===== src/sv/selective_repeat_receive_window_core_defines.svh =====
// Assertion macros for the selective-repeat receive window.
// Needs the clock and reset names of the including module: clock, reset.
`ifndef SELECTIVE_REPEAT_RECEIVE_WINDOW_CORE_DEFINES_SVH
`define SELECTIVE_REPEAT_RECEIVE_WINDOW_CORE_DEFINES_SVH

`ifndef SYNTHESIS

// property checked on every clock edge outside reset
`define SRW_ASSERT(name, prop) \
   name: assert property (@(posedge clock) disable iff (reset) (prop)) \
      else $error("srw assertion failed");

// overlapping implication
`define SRW_ASSERT_IMP(name, ante, cons) \
   name: assert property (@(posedge clock) disable iff (reset) (ante) |-> (cons)) \
      else $error("srw implication failed");

// next-cycle implication
`define SRW_ASSERT_NEXT(name, ante, cons) \
   name: assert property (@(posedge clock) disable iff (reset) (ante) |=> (cons)) \
      else $error("srw next-cycle implication failed");

`else

`define SRW_ASSERT(name, prop)
`define SRW_ASSERT_IMP(name, ante, cons)
`define SRW_ASSERT_NEXT(name, ante, cons)

`endif

`endif


===== src/sv/srw_pkg.sv =====
// Shared constants, types and functions of the selective-repeat receive window.
// No dependencies.
package srw_pkg;

   localparam int WINDOW_SLOTS = 8;
   localparam int FULL_PAYLOAD = 1024;
   localparam int SEQ_SPACE    = 65536;

   localparam int SEQ_W  = 16;
   localparam int LEN_W  = 11;
   localparam int TAG_W  = 8;
   localparam int SLOT_W = $clog2(WINDOW_SLOTS);
   localparam int CNT_W  = $clog2(WINDOW_SLOTS + 1);

   // advance of a slot's expected number on release, already reduced
   localparam int SEQ_ADVANCE = (WINDOW_SLOTS * FULL_PAYLOAD) % SEQ_SPACE;

   typedef enum logic [2:0] {
      ST_IDLE,
      ST_SEARCH,
      ST_SCAN,
      ST_STATUS,
      ST_DELIVER
   } state_type;

   typedef struct packed {
      logic             fill_en;
      logic             free_en;
      logic [LEN_W-1:0] size;
      logic [TAG_W-1:0] tag;
   } slot_wr_type;

   typedef struct packed {
      logic [SEQ_W-1:0] exp_seq;
      logic             rcvd;
      logic [LEN_W-1:0] size;
      logic [TAG_W-1:0] tag;
   } slot_rd_type;

   function automatic logic [SEQ_W-1:0] slot_reset_seq(input int k);
      int v;
      v = (k * FULL_PAYLOAD) % SEQ_SPACE;
      return SEQ_W'(v);
   endfunction

endpackage


===== src/sv/selective_repeat_receive_window_core.sv =====
// Selective-repeat receive window, receiver side.
// Request channel (req_valid/req_stall): one arrived packet per transfer with its
// byte-offset sequence number, length and payload handle.
// Response channel (rsp_valid/rsp_stall): one status transfer (kind 0) per
// packet, then one delivery transfer (kind 1) per frame released in order;
// rsp_last marks the final transfer of a packet.
// Timing: the slot search walks the window from the head, one slot a cycle,
// until a match or until every slot is tried. On a match a second pass over all
// WINDOW_SLOTS slots measures the received run at the head. Then the status
// and each delivery go out in turn through the result register. A dropped
// packet skips the scan and gives its status only; only a match at the head
// releases frames. The block takes no new packet until the last one is through:
// req_stall stays high until its last result is loaded. The single slot read
// index sets the pace of the search and the scan.
// Reset: synchronous; the window restarts with slot k expecting k times the
// full payload, nothing received, head at slot zero and no short frame seen.
// A stalled result holds; the block waits on rsp_stall before loading the next.
module selective_repeat_receive_window_core (
   input  logic                        clock,
   input  logic                        reset,
   input  logic                        req_valid,
   output logic                        req_stall,
   input  logic [srw_pkg::SEQ_W-1:0]   req_seq_no,
   input  logic [srw_pkg::LEN_W-1:0]   req_data_len,
   input  logic [srw_pkg::TAG_W-1:0]   req_payload_tag,
   output logic                        rsp_valid,
   input  logic                        rsp_stall,
   output logic                        rsp_kind,
   output logic                        rsp_accepted,
   output logic [srw_pkg::SEQ_W-1:0]   rsp_frame_seq,
   output logic [srw_pkg::LEN_W-1:0]   rsp_frame_size,
   output logic [srw_pkg::TAG_W-1:0]   rsp_frame_tag,
   output logic                        rsp_transfer_done,
   output logic                        rsp_last
);

   logic [srw_pkg::SLOT_W-1:0] slot_idx;
   srw_pkg::slot_wr_type       slot_wr;
   srw_pkg::slot_rd_type       slot_rd;

   srw_seq u_seq (
      .clock             (clock),
      .reset             (reset),
      .req_valid         (req_valid),
      .req_stall         (req_stall),
      .req_seq_no        (req_seq_no),
      .req_data_len      (req_data_len),
      .req_payload_tag   (req_payload_tag),
      .rsp_valid         (rsp_valid),
      .rsp_stall         (rsp_stall),
      .rsp_kind          (rsp_kind),
      .rsp_accepted      (rsp_accepted),
      .rsp_frame_seq     (rsp_frame_seq),
      .rsp_frame_size    (rsp_frame_size),
      .rsp_frame_tag     (rsp_frame_tag),
      .rsp_transfer_done (rsp_transfer_done),
      .rsp_last          (rsp_last),
      .slot_idx          (slot_idx),
      .slot_wr           (slot_wr),
      .slot_rd           (slot_rd)
   );

   srw_slots u_slots (
      .clock (clock),
      .reset (reset),
      .idx   (slot_idx),
      .wr    (slot_wr),
      .rd    (slot_rd)
   );

endmodule


===== src/sv/srw_slots.sv =====
// Window slot storage: expected numbers, received flags, sizes and tags.
// One read/write index per cycle; depends on srw_pkg.
module srw_slots (
   input  logic                             clock,
   input  logic                             reset,
   input  logic [srw_pkg::SLOT_W-1:0]       idx,
   input  srw_pkg::slot_wr_type             wr,
   output srw_pkg::slot_rd_type             rd
);

   logic [srw_pkg::SEQ_W-1:0] exp_ff  [srw_pkg::WINDOW_SLOTS];
   logic                      rcvd_ff [srw_pkg::WINDOW_SLOTS];
   logic [srw_pkg::LEN_W-1:0] size_ff [srw_pkg::WINDOW_SLOTS];
   logic [srw_pkg::TAG_W-1:0] tag_ff  [srw_pkg::WINDOW_SLOTS];

   logic [srw_pkg::SEQ_W:0]   rearm_sum;
   logic [srw_pkg::SEQ_W-1:0] rearm_seq;

   // sum stays below twice the sequence space, so one subtract wraps it
   always_comb begin
      rearm_sum = {1'b0, exp_ff[idx]} + (srw_pkg::SEQ_W + 1)'(srw_pkg::SEQ_ADVANCE);
      if (rearm_sum >= (srw_pkg::SEQ_W + 1)'(srw_pkg::SEQ_SPACE)) begin
         rearm_seq = srw_pkg::SEQ_W'(rearm_sum - (srw_pkg::SEQ_W + 1)'(srw_pkg::SEQ_SPACE));
      end else begin
         rearm_seq = srw_pkg::SEQ_W'(rearm_sum);
      end
   end

   always_ff @(posedge clock) begin
      if (reset) begin
         for (int k = 0; k < srw_pkg::WINDOW_SLOTS; k++) begin
            exp_ff[k]  <= srw_pkg::slot_reset_seq(k);
            rcvd_ff[k] <= 1'b0;
            size_ff[k] <= '0;
         end
      end else if (wr.fill_en) begin
         rcvd_ff[idx] <= 1'b1;
         size_ff[idx] <= wr.size;
      end else if (wr.free_en) begin
         rcvd_ff[idx] <= 1'b0;
         size_ff[idx] <= '0;
         exp_ff[idx]  <= rearm_seq;
      end
   end

   always_ff @(posedge clock) begin
      if (wr.fill_en) begin
         tag_ff[idx] <= wr.tag;
      end
   end

   assign rd.exp_seq = exp_ff[idx];
   assign rd.rcvd    = rcvd_ff[idx];
   assign rd.size    = size_ff[idx];
   assign rd.tag     = tag_ff[idx];

endmodule


===== src/sv/srw_seq.sv =====
// Sequencer of the receive window: slot search, head-run scan, status and
// in-order delivery through one result register. Depends on srw_pkg, srw_slots data.
`include "selective_repeat_receive_window_core_defines.svh"

module srw_seq (
   input  logic                        clock,
   input  logic                        reset,
   input  logic                        req_valid,
   output logic                        req_stall,
   input  logic [srw_pkg::SEQ_W-1:0]   req_seq_no,
   input  logic [srw_pkg::LEN_W-1:0]   req_data_len,
   input  logic [srw_pkg::TAG_W-1:0]   req_payload_tag,
   output logic                        rsp_valid,
   input  logic                        rsp_stall,
   output logic                        rsp_kind,
   output logic                        rsp_accepted,
   output logic [srw_pkg::SEQ_W-1:0]   rsp_frame_seq,
   output logic [srw_pkg::LEN_W-1:0]   rsp_frame_size,
   output logic [srw_pkg::TAG_W-1:0]   rsp_frame_tag,
   output logic                        rsp_transfer_done,
   output logic                        rsp_last,
   output logic [srw_pkg::SLOT_W-1:0]  slot_idx,
   output srw_pkg::slot_wr_type        slot_wr,
   input  srw_pkg::slot_rd_type        slot_rd
);

   srw_pkg::state_type state_ff, state_in;

   logic [srw_pkg::CNT_W-1:0]  cnt_ff, cnt_in;
   logic [srw_pkg::CNT_W-1:0]  run_cnt_ff, run_cnt_in;
   logic [srw_pkg::SLOT_W-1:0] idx_ff, idx_in;
   logic [srw_pkg::SLOT_W-1:0] head_ff, head_in;
   logic [srw_pkg::SEQ_W-1:0]  seq_ff, seq_in;
   logic [srw_pkg::LEN_W-1:0]  len_ff, len_in;
   logic [srw_pkg::TAG_W-1:0]  tag_ff, tag_in;
   logic hit_ff, hit_in;
   logic in_run_ff, in_run_in;
   logic run_short_ff, run_short_in;
   logic nonempty_ff, nonempty_in;
   logic short_seen_ff, short_seen_in;

   logic                       out_valid_ff, out_valid_in;
   logic                       out_kind_ff, out_kind_in;
   logic                       out_acc_ff, out_acc_in;
   logic [srw_pkg::SEQ_W-1:0]  out_seq_ff, out_seq_in;
   logic [srw_pkg::LEN_W-1:0]  out_size_ff, out_size_in;
   logic [srw_pkg::TAG_W-1:0]  out_tag_ff, out_tag_in;
   logic                       out_done_ff, out_done_in;
   logic                       out_last_ff, out_last_in;

   logic                       match;
   logic                       last_step;
   logic                       out_free;
   logic                       size_short;
   logic                       status_last;
   logic [srw_pkg::SLOT_W-1:0] idx_next;

   // shared compare unit: one slot per cycle
   assign match       = (slot_rd.exp_seq == seq_ff);
   assign size_short  = (32'(slot_rd.size) != 32'(srw_pkg::FULL_PAYLOAD));
   assign last_step   = (cnt_ff == srw_pkg::CNT_W'(srw_pkg::WINDOW_SLOTS - 1));
   assign out_free    = !out_valid_ff || !rsp_stall;
   assign status_last = !hit_ff || (run_cnt_ff == '0);
   assign idx_next    = (idx_ff == srw_pkg::SLOT_W'(srw_pkg::WINDOW_SLOTS - 1)) ?
                        '0 : idx_ff + 1'b1;

   // next state
   always_comb begin
      state_in = state_ff;
      case (state_ff)
         srw_pkg::ST_IDLE: begin
            if (req_valid) state_in = srw_pkg::ST_SEARCH;
         end
         srw_pkg::ST_SEARCH: begin
            if (match) state_in = srw_pkg::ST_SCAN;
            else if (last_step) state_in = srw_pkg::ST_STATUS;
         end
         srw_pkg::ST_SCAN: begin
            if (last_step) state_in = srw_pkg::ST_STATUS;
         end
         srw_pkg::ST_STATUS: begin
            if (out_free) state_in = status_last ? srw_pkg::ST_IDLE : srw_pkg::ST_DELIVER;
         end
         srw_pkg::ST_DELIVER: begin
            if (out_free && cnt_ff == srw_pkg::CNT_W'(1)) state_in = srw_pkg::ST_IDLE;
         end
         default: state_in = srw_pkg::ST_IDLE;
      endcase
   end

   // datapath and outputs
   always_comb begin
      cnt_in        = cnt_ff;
      run_cnt_in    = run_cnt_ff;
      idx_in        = idx_ff;
      head_in       = head_ff;
      seq_in        = seq_ff;
      len_in        = len_ff;
      tag_in        = tag_ff;
      hit_in        = hit_ff;
      in_run_in     = in_run_ff;
      run_short_in  = run_short_ff;
      nonempty_in   = nonempty_ff;
      short_seen_in = short_seen_ff;
      out_valid_in  = out_valid_ff && rsp_stall;
      out_kind_in   = out_kind_ff;
      out_acc_in    = out_acc_ff;
      out_seq_in    = out_seq_ff;
      out_size_in   = out_size_ff;
      out_tag_in    = out_tag_ff;
      out_done_in   = out_done_ff;
      out_last_in   = out_last_ff;
      slot_wr       = '0;
      req_stall     = 1'b1;

      case (state_ff)
         srw_pkg::ST_IDLE: begin
            req_stall = 1'b0;
            if (req_valid) begin
               seq_in       = req_seq_no;
               len_in       = req_data_len;
               tag_in       = req_payload_tag;
               idx_in       = head_ff;
               cnt_in       = '0;
               hit_in       = 1'b0;
               in_run_in    = 1'b1;
               run_cnt_in   = '0;
               run_short_in = 1'b0;
               nonempty_in  = 1'b0;
            end
         end
         srw_pkg::ST_SEARCH: begin
            if (match) begin
               slot_wr.fill_en = 1'b1;
               slot_wr.size    = len_ff;
               slot_wr.tag     = tag_ff;
               hit_in          = 1'b1;
               idx_in          = head_ff;
               cnt_in          = '0;
            end else begin
               idx_in = idx_next;
               cnt_in = cnt_ff + 1'b1;
            end
         end
         srw_pkg::ST_SCAN: begin
            // count the received run at the head; anything received past it stays
            if (in_run_ff && slot_rd.rcvd) begin
               run_cnt_in   = run_cnt_ff + 1'b1;
               run_short_in = run_short_ff | size_short;
            end else begin
               in_run_in = 1'b0;
               if (slot_rd.rcvd) nonempty_in = 1'b1;
            end
            idx_in = idx_next;
            cnt_in = cnt_ff + 1'b1;
         end
         srw_pkg::ST_STATUS: begin
            if (out_free) begin
               out_valid_in  = 1'b1;
               out_kind_in   = 1'b0;
               out_acc_in    = hit_ff;
               out_seq_in    = '0;
               out_size_in   = '0;
               out_tag_in    = '0;
               out_done_in   = hit_ff && (short_seen_ff || run_short_ff) && !nonempty_ff;
               out_last_in   = status_last;
               short_seen_in = short_seen_ff | run_short_ff;
               cnt_in        = run_cnt_ff;
            end
         end
         srw_pkg::ST_DELIVER: begin
            if (out_free) begin
               out_valid_in    = 1'b1;
               out_kind_in     = 1'b1;
               out_acc_in      = 1'b0;
               out_seq_in      = slot_rd.exp_seq;
               out_size_in     = slot_rd.size;
               out_tag_in      = slot_rd.tag;
               out_done_in     = 1'b0;
               out_last_in     = (cnt_ff == srw_pkg::CNT_W'(1));
               slot_wr.free_en = 1'b1;
               head_in         = idx_next;
               idx_in          = idx_next;
               cnt_in          = cnt_ff - 1'b1;
            end
         end
         default: begin
            req_stall = 1'b1;
         end
      endcase
   end

   always_ff @(posedge clock) begin
      if (reset) begin
         state_ff      <= srw_pkg::ST_IDLE;
         cnt_ff        <= '0;
         run_cnt_ff    <= '0;
         idx_ff        <= '0;
         head_ff       <= '0;
         hit_ff        <= 1'b0;
         in_run_ff     <= 1'b0;
         run_short_ff  <= 1'b0;
         nonempty_ff   <= 1'b0;
         short_seen_ff <= 1'b0;
         out_valid_ff  <= 1'b0;
      end else begin
         state_ff      <= state_in;
         cnt_ff        <= cnt_in;
         run_cnt_ff    <= run_cnt_in;
         idx_ff        <= idx_in;
         head_ff       <= head_in;
         hit_ff        <= hit_in;
         in_run_ff     <= in_run_in;
         run_short_ff  <= run_short_in;
         nonempty_ff   <= nonempty_in;
         short_seen_ff <= short_seen_in;
         out_valid_ff  <= out_valid_in;
      end
   end

   always_ff @(posedge clock) begin
      seq_ff      <= seq_in;
      len_ff      <= len_in;
      tag_ff      <= tag_in;
      out_kind_ff <= out_kind_in;
      out_acc_ff  <= out_acc_in;
      out_seq_ff  <= out_seq_in;
      out_size_ff <= out_size_in;
      out_tag_ff  <= out_tag_in;
      out_done_ff <= out_done_in;
      out_last_ff <= out_last_in;
   end

   assign slot_idx          = idx_ff;
   assign rsp_valid         = out_valid_ff;
   assign rsp_kind          = out_kind_ff;
   assign rsp_accepted      = out_acc_ff;
   assign rsp_frame_seq     = out_seq_ff;
   assign rsp_frame_size    = out_size_ff;
   assign rsp_frame_tag     = out_tag_ff;
   assign rsp_transfer_done = out_done_ff;
   assign rsp_last          = out_last_ff;

   `SRW_ASSERT_IMP(a_deliver_fields, rsp_valid && rsp_kind, !rsp_accepted && !rsp_transfer_done)
   `SRW_ASSERT_IMP(a_done_needs_accept, rsp_valid && !rsp_kind && rsp_transfer_done, rsp_accepted)
   `SRW_ASSERT(a_deliver_count, (state_ff != srw_pkg::ST_DELIVER) || (cnt_ff != '0))
   `SRW_ASSERT_IMP(a_deliver_at_head, state_ff == srw_pkg::ST_DELIVER, idx_ff == head_ff)
   `SRW_ASSERT_NEXT(a_accept_starts, req_valid && !req_stall, state_ff == srw_pkg::ST_SEARCH)

endmodule


===== config.mk =====
export PLATFORM = sky130hd
export DESIGN_NAME = selective_repeat_receive_window_core
export DESIGN_NICKNAME = d
export VERILOG_FILES = /design/src/sv/srw_pkg.sv /design/src/sv/selective_repeat_receive_window_core.sv /design/src/sv/srw_slots.sv /design/src/sv/srw_seq.sv
export VERILOG_INCLUDE_DIRS = /design/src /design/src/sv
export SDC_FILE = /design/constraint.sdc
export NUM_CORES = 1
export LEC_CHECK = 0
export ABC_CLOCK_PERIOD_IN_PS = 9300
export BUFFER_PORTS_ARGS = -buffer_cell sky130_fd_sc_hd__buf_2
export CAP_MARGIN = 30
export CELL_PAD_IN_SITES_DETAIL_PLACEMENT = 1
export CELL_PAD_IN_SITES_GLOBAL_PLACEMENT = 2
export CORE_MARGIN = 2
export CORE_UTILIZATION = 45
export CTS_BUF_LIST = sky130_fd_sc_hd__clkbuf_8
export DETAILED_ROUTE_END_ITERATION = 16
export PLACE_DENSITY = 0.81
export SYNTH_ARGS = -nofsm -noshare
export SYNTH_HDL_FRONTEND = slang
export SYNTH_HIERARCHICAL = 1
export SYNTH_SLANG_ARGS = --single-unit

===== constraint.sdc =====
create_clock -name clock -period 9.3 [get_ports clock]
set_input_delay 1.86 -clock clock [delete_from_list [all_inputs] [get_ports clock]]
set_output_delay 1.86 -clock clock [all_outputs]
set_load 0.01 [all_outputs]

==> results.toml <==
[route]
ant_nets = 0
dr.pass1.iters = 5
viasPerCell = 5.95
wl_met1_um = 22200
post_drt_wl_per_cell_um = 27.3
top_layer_used = "met4"
vias = 11500
wirelength_um = 52800
wl_met3_um = 4880
wl_met2_um = 23800
route.detailed.drc = 0
first_iter_violations = 1348

[sta]
setup_tns_ns = 0
hold_viol = 0
rsz0062_at_grt = "no"
slew_headroom_pct = 31.8
worst-slew-pin-transition_ns = 1.02
fmax_mhz = 166
fin_crit_sh_pct = 64.7
setup_viol = 0
final.min_clock_period_ns = 6.02
fin_worst_skew_ns = 0.0237
drv_slew = 0

[global_routing]
grt_pass1_wl_um = 76500
grt_max_degree = 47
antenna_found_initial = 1
grt-ovfl-total = 0
grtUsageTotal_pct = 26.9
first_global_vias = 11400

[cells_and_area]
layout_common_cells = "362 x edfxtp_1, 162 x nor2_1, 121 x and2_1"
area_growth_pct = 10.9
final_common_cell = "edfxtp_1"
drive_gt1_share_pct = 17.9
nNetsFinal = 1421

[yosys]
syn-num-nets = 1338
yosys-top-cells-area = "edfxtp_1 63%, and2_1 4.4%, nor2_1 3.5%"
ys_seq_area_share_pct = 66.0
yosysWarnings = 6
synth_edf_count = 362
syn_area_per_cell_um2 = 13.3
synthArstFlopShare_pct = 0
syn_inst = 1291
ys_types = 78
synth_ff_type = "edfxtp_1"
synth_area_leader_cell = "edfxtp_1"
ys_seq_elements = 385
synth.top_cell.area_share_pct = 63.3
synthesis.area_um2 = 17200

[critical_path]
critPathLaunchType = "flip-flop"
path_class = "flip-flop to flip-flop"
cpMostUsedCell = "buf_4"
slowest_stage = "nor2b_1"
worst-path-max-fanout = 37
worstPathArrival_ns = 6.24
cp-end-kind = "flip-flop"
required_ns = 9.52
path_cells = "buf_4 -> nor2b_1 -> a22oi_1 -> and2_1 -> o21ai_0 -> xor2_1 -> nor4_1 -> nand4_1 -> nor2_1 -> buf_4 -> and4bb_2 -> nand2_1 -> nand2b_1"
slowest_delay_ns = 0.65

[clock_tree]
cts_buffers = 61
cts-resized-gates = 0
cts-root-buf = "clkbuf_8"
post_cts_buffers = 0
cts_tree = "yes"
htree_levels = 2
clk_latency_ns = 0.65
hold_buffers = 0
clockBufferDepth = 3
clock-sinks = 385
clk_pin_slew_ns = 0.07

[die]
initial_utilization_pct = 45.6
die_x_um = 199
ios = 80
core_area_um2 = 37700
rows = 71
fp.dieH_um = 199
die_area_um2 = 39700

[pwr]
pwr-share-clk_pct = 36.0
p_sw_w = 0.000946
p_leak_nw = 6.63
powerDensity_nw_per_um2 = 189
pwr-share-comb_pct = 9.4
finalPower_w = 0.00360
ir_worst_vdd_mv = 0.0827
p_int_w = 0.00265
power_frac_seq_pct = 54.6
switching_share_pct = 26.3

[job]
cap_viol_max_count = 0

[placed_design]
gp_congestion = 0.906
hpwlAfterDp_um = 35800
port_buffers = 79

[run_status]
outcome = "finished clean"

[min_path]
hp-class = "flip-flop to flip-flop"
[sequential cells by signal (all words and copies together) (netlist names), 3 cells and up]
| name | count |
|---|---|
| u_seq/rsp_frame_tag | 8 |
| u_slots/size_ff | 88 |
| u_slots/rcvd_ff | 8 |
| u_seq/rsp_frame_size | 11 |
| u_slots/exp_ff | 128 |
| u_seq/len_ff | 11 |
| u_seq/slot_idx | 3 |
| u_seq/seq_ff | 16 |
| u_seq/head_ff | 3 |
| u_seq/state_ff | 3 |
| u_seq/tag_ff | 8 |
| u_slots/tag_ff | 64 |
| u_seq/run_cnt_ff | 4 |
| u_seq/rsp_frame_seq | 16 |
| u_seq/cnt_ff | 4 |
[final cells by class]
type,instances,area [um2]
Antenna cell,1,2.50
Clock buffer,63,867
Clock inverter,46,198
Fill cell,3873,18600
Inverter,26,97.6
Multi-Input combinational cell,785,5210
Sequential cell,385,11300
Tap cell,511,639
Timing Repair Buffer,115,688
[per-layer routing]
metal | GRT usage, % | vias up
met2 | 40.6 | 601
li1 | - | 4938
met1 | 37.9 | 5841
met5 | 0 | -
met4 | 10.9 | 0
met3 | 5.65 | 110
[worst paths after layout]
kind / startpoint / to / slack, ns / cells after the start
max: u_seq/slot_idx[2] / u_slots/exp_ff[6][15] / 3.28 / 13
max reg2reg: u_seq/slot_idx[2] / u_slots/exp_ff[6][15] / 3.28 / 13
min reg2reg: u_seq/head_ff[0] / u_seq/head_ff[0] / 0.49 / 2
min: u_seq/head_ff[0] / u_seq/head_ff[0] / 0.49 / 2
[synthesized netlist by cell type (9+ instances only)]
library cell and instances:
and2_1 121, a21oi_1 31, a22o_1 18, o22ai_1 13, inv_1 23, clkbuf_1 29
nor3_1 11, and3_1 21, edfxtp_1 362, nand2b_1 22, nor2b_1 9, mux2_2 17
nand2_1 81, mux2i_1 47, xor2_1 19, a22oi_1 18, buf_4 25, buf_2 31
dfxtp_1 23, o21ai_0 34, a221oi_1 19, mux4_2 13, nor2_1 162
[through the flow]
step / setup WS, ns / util, % / cell area, um2 / hold WS, ns / instances
2_1_floorplan: 5.24 / - / 17200 / 0.437 / 1291
3_3_place_gp: 3.49 / 47.4 / 17800 / 0.452 / 1808
3_5_place_dp: 3.35 / 47.5 / 17900 / 0.478 / 1815
4_1_cts: 3.31 / 50.3 / 19000 / 0.487 / 1924
5_1_grt: 2.92 / 50.6 / 19000 / 0.544 / 1931
6_report: 3.28 / 50.6 / 19000 / 0.485 / 1932
[logic make-up after synthesis]
logic type      count (synthesis)  synth area share, %
flops                         385                 66.0
fa+ha+maj                       8                0.583
xor+xnor                       21                 1.07
buf+inv                       121                 3.69
simple gates                  464                 13.6
compound gates                213                 9.35
mux                            79                 5.71
[power groups by stage]
stage	sequential [W]	combinational, W	clock (W)
floorplan	0.00198	0.000217	0
global placement	0.00200	0.000321	0
detailed placement	0.00200	0.000328	0
CTS	0.00196	0.000329	0.00133
global route	0.00197	0.000352	0.00140
finish	0.00197	0.000338	0.00130
[worst max-delay path, delay by kind of cell, from the launching register on]
family                    cells  cell delay (ns)
AOI/OAI and AO/OA             2             0.75
xor gates and xnor gates      1             0.13
buffers and inverters         2             0.78
DFF                           1             0.62
and+or+nand+nor               8             3.28
Note: power is estimated with default switching activity, not from simulation.
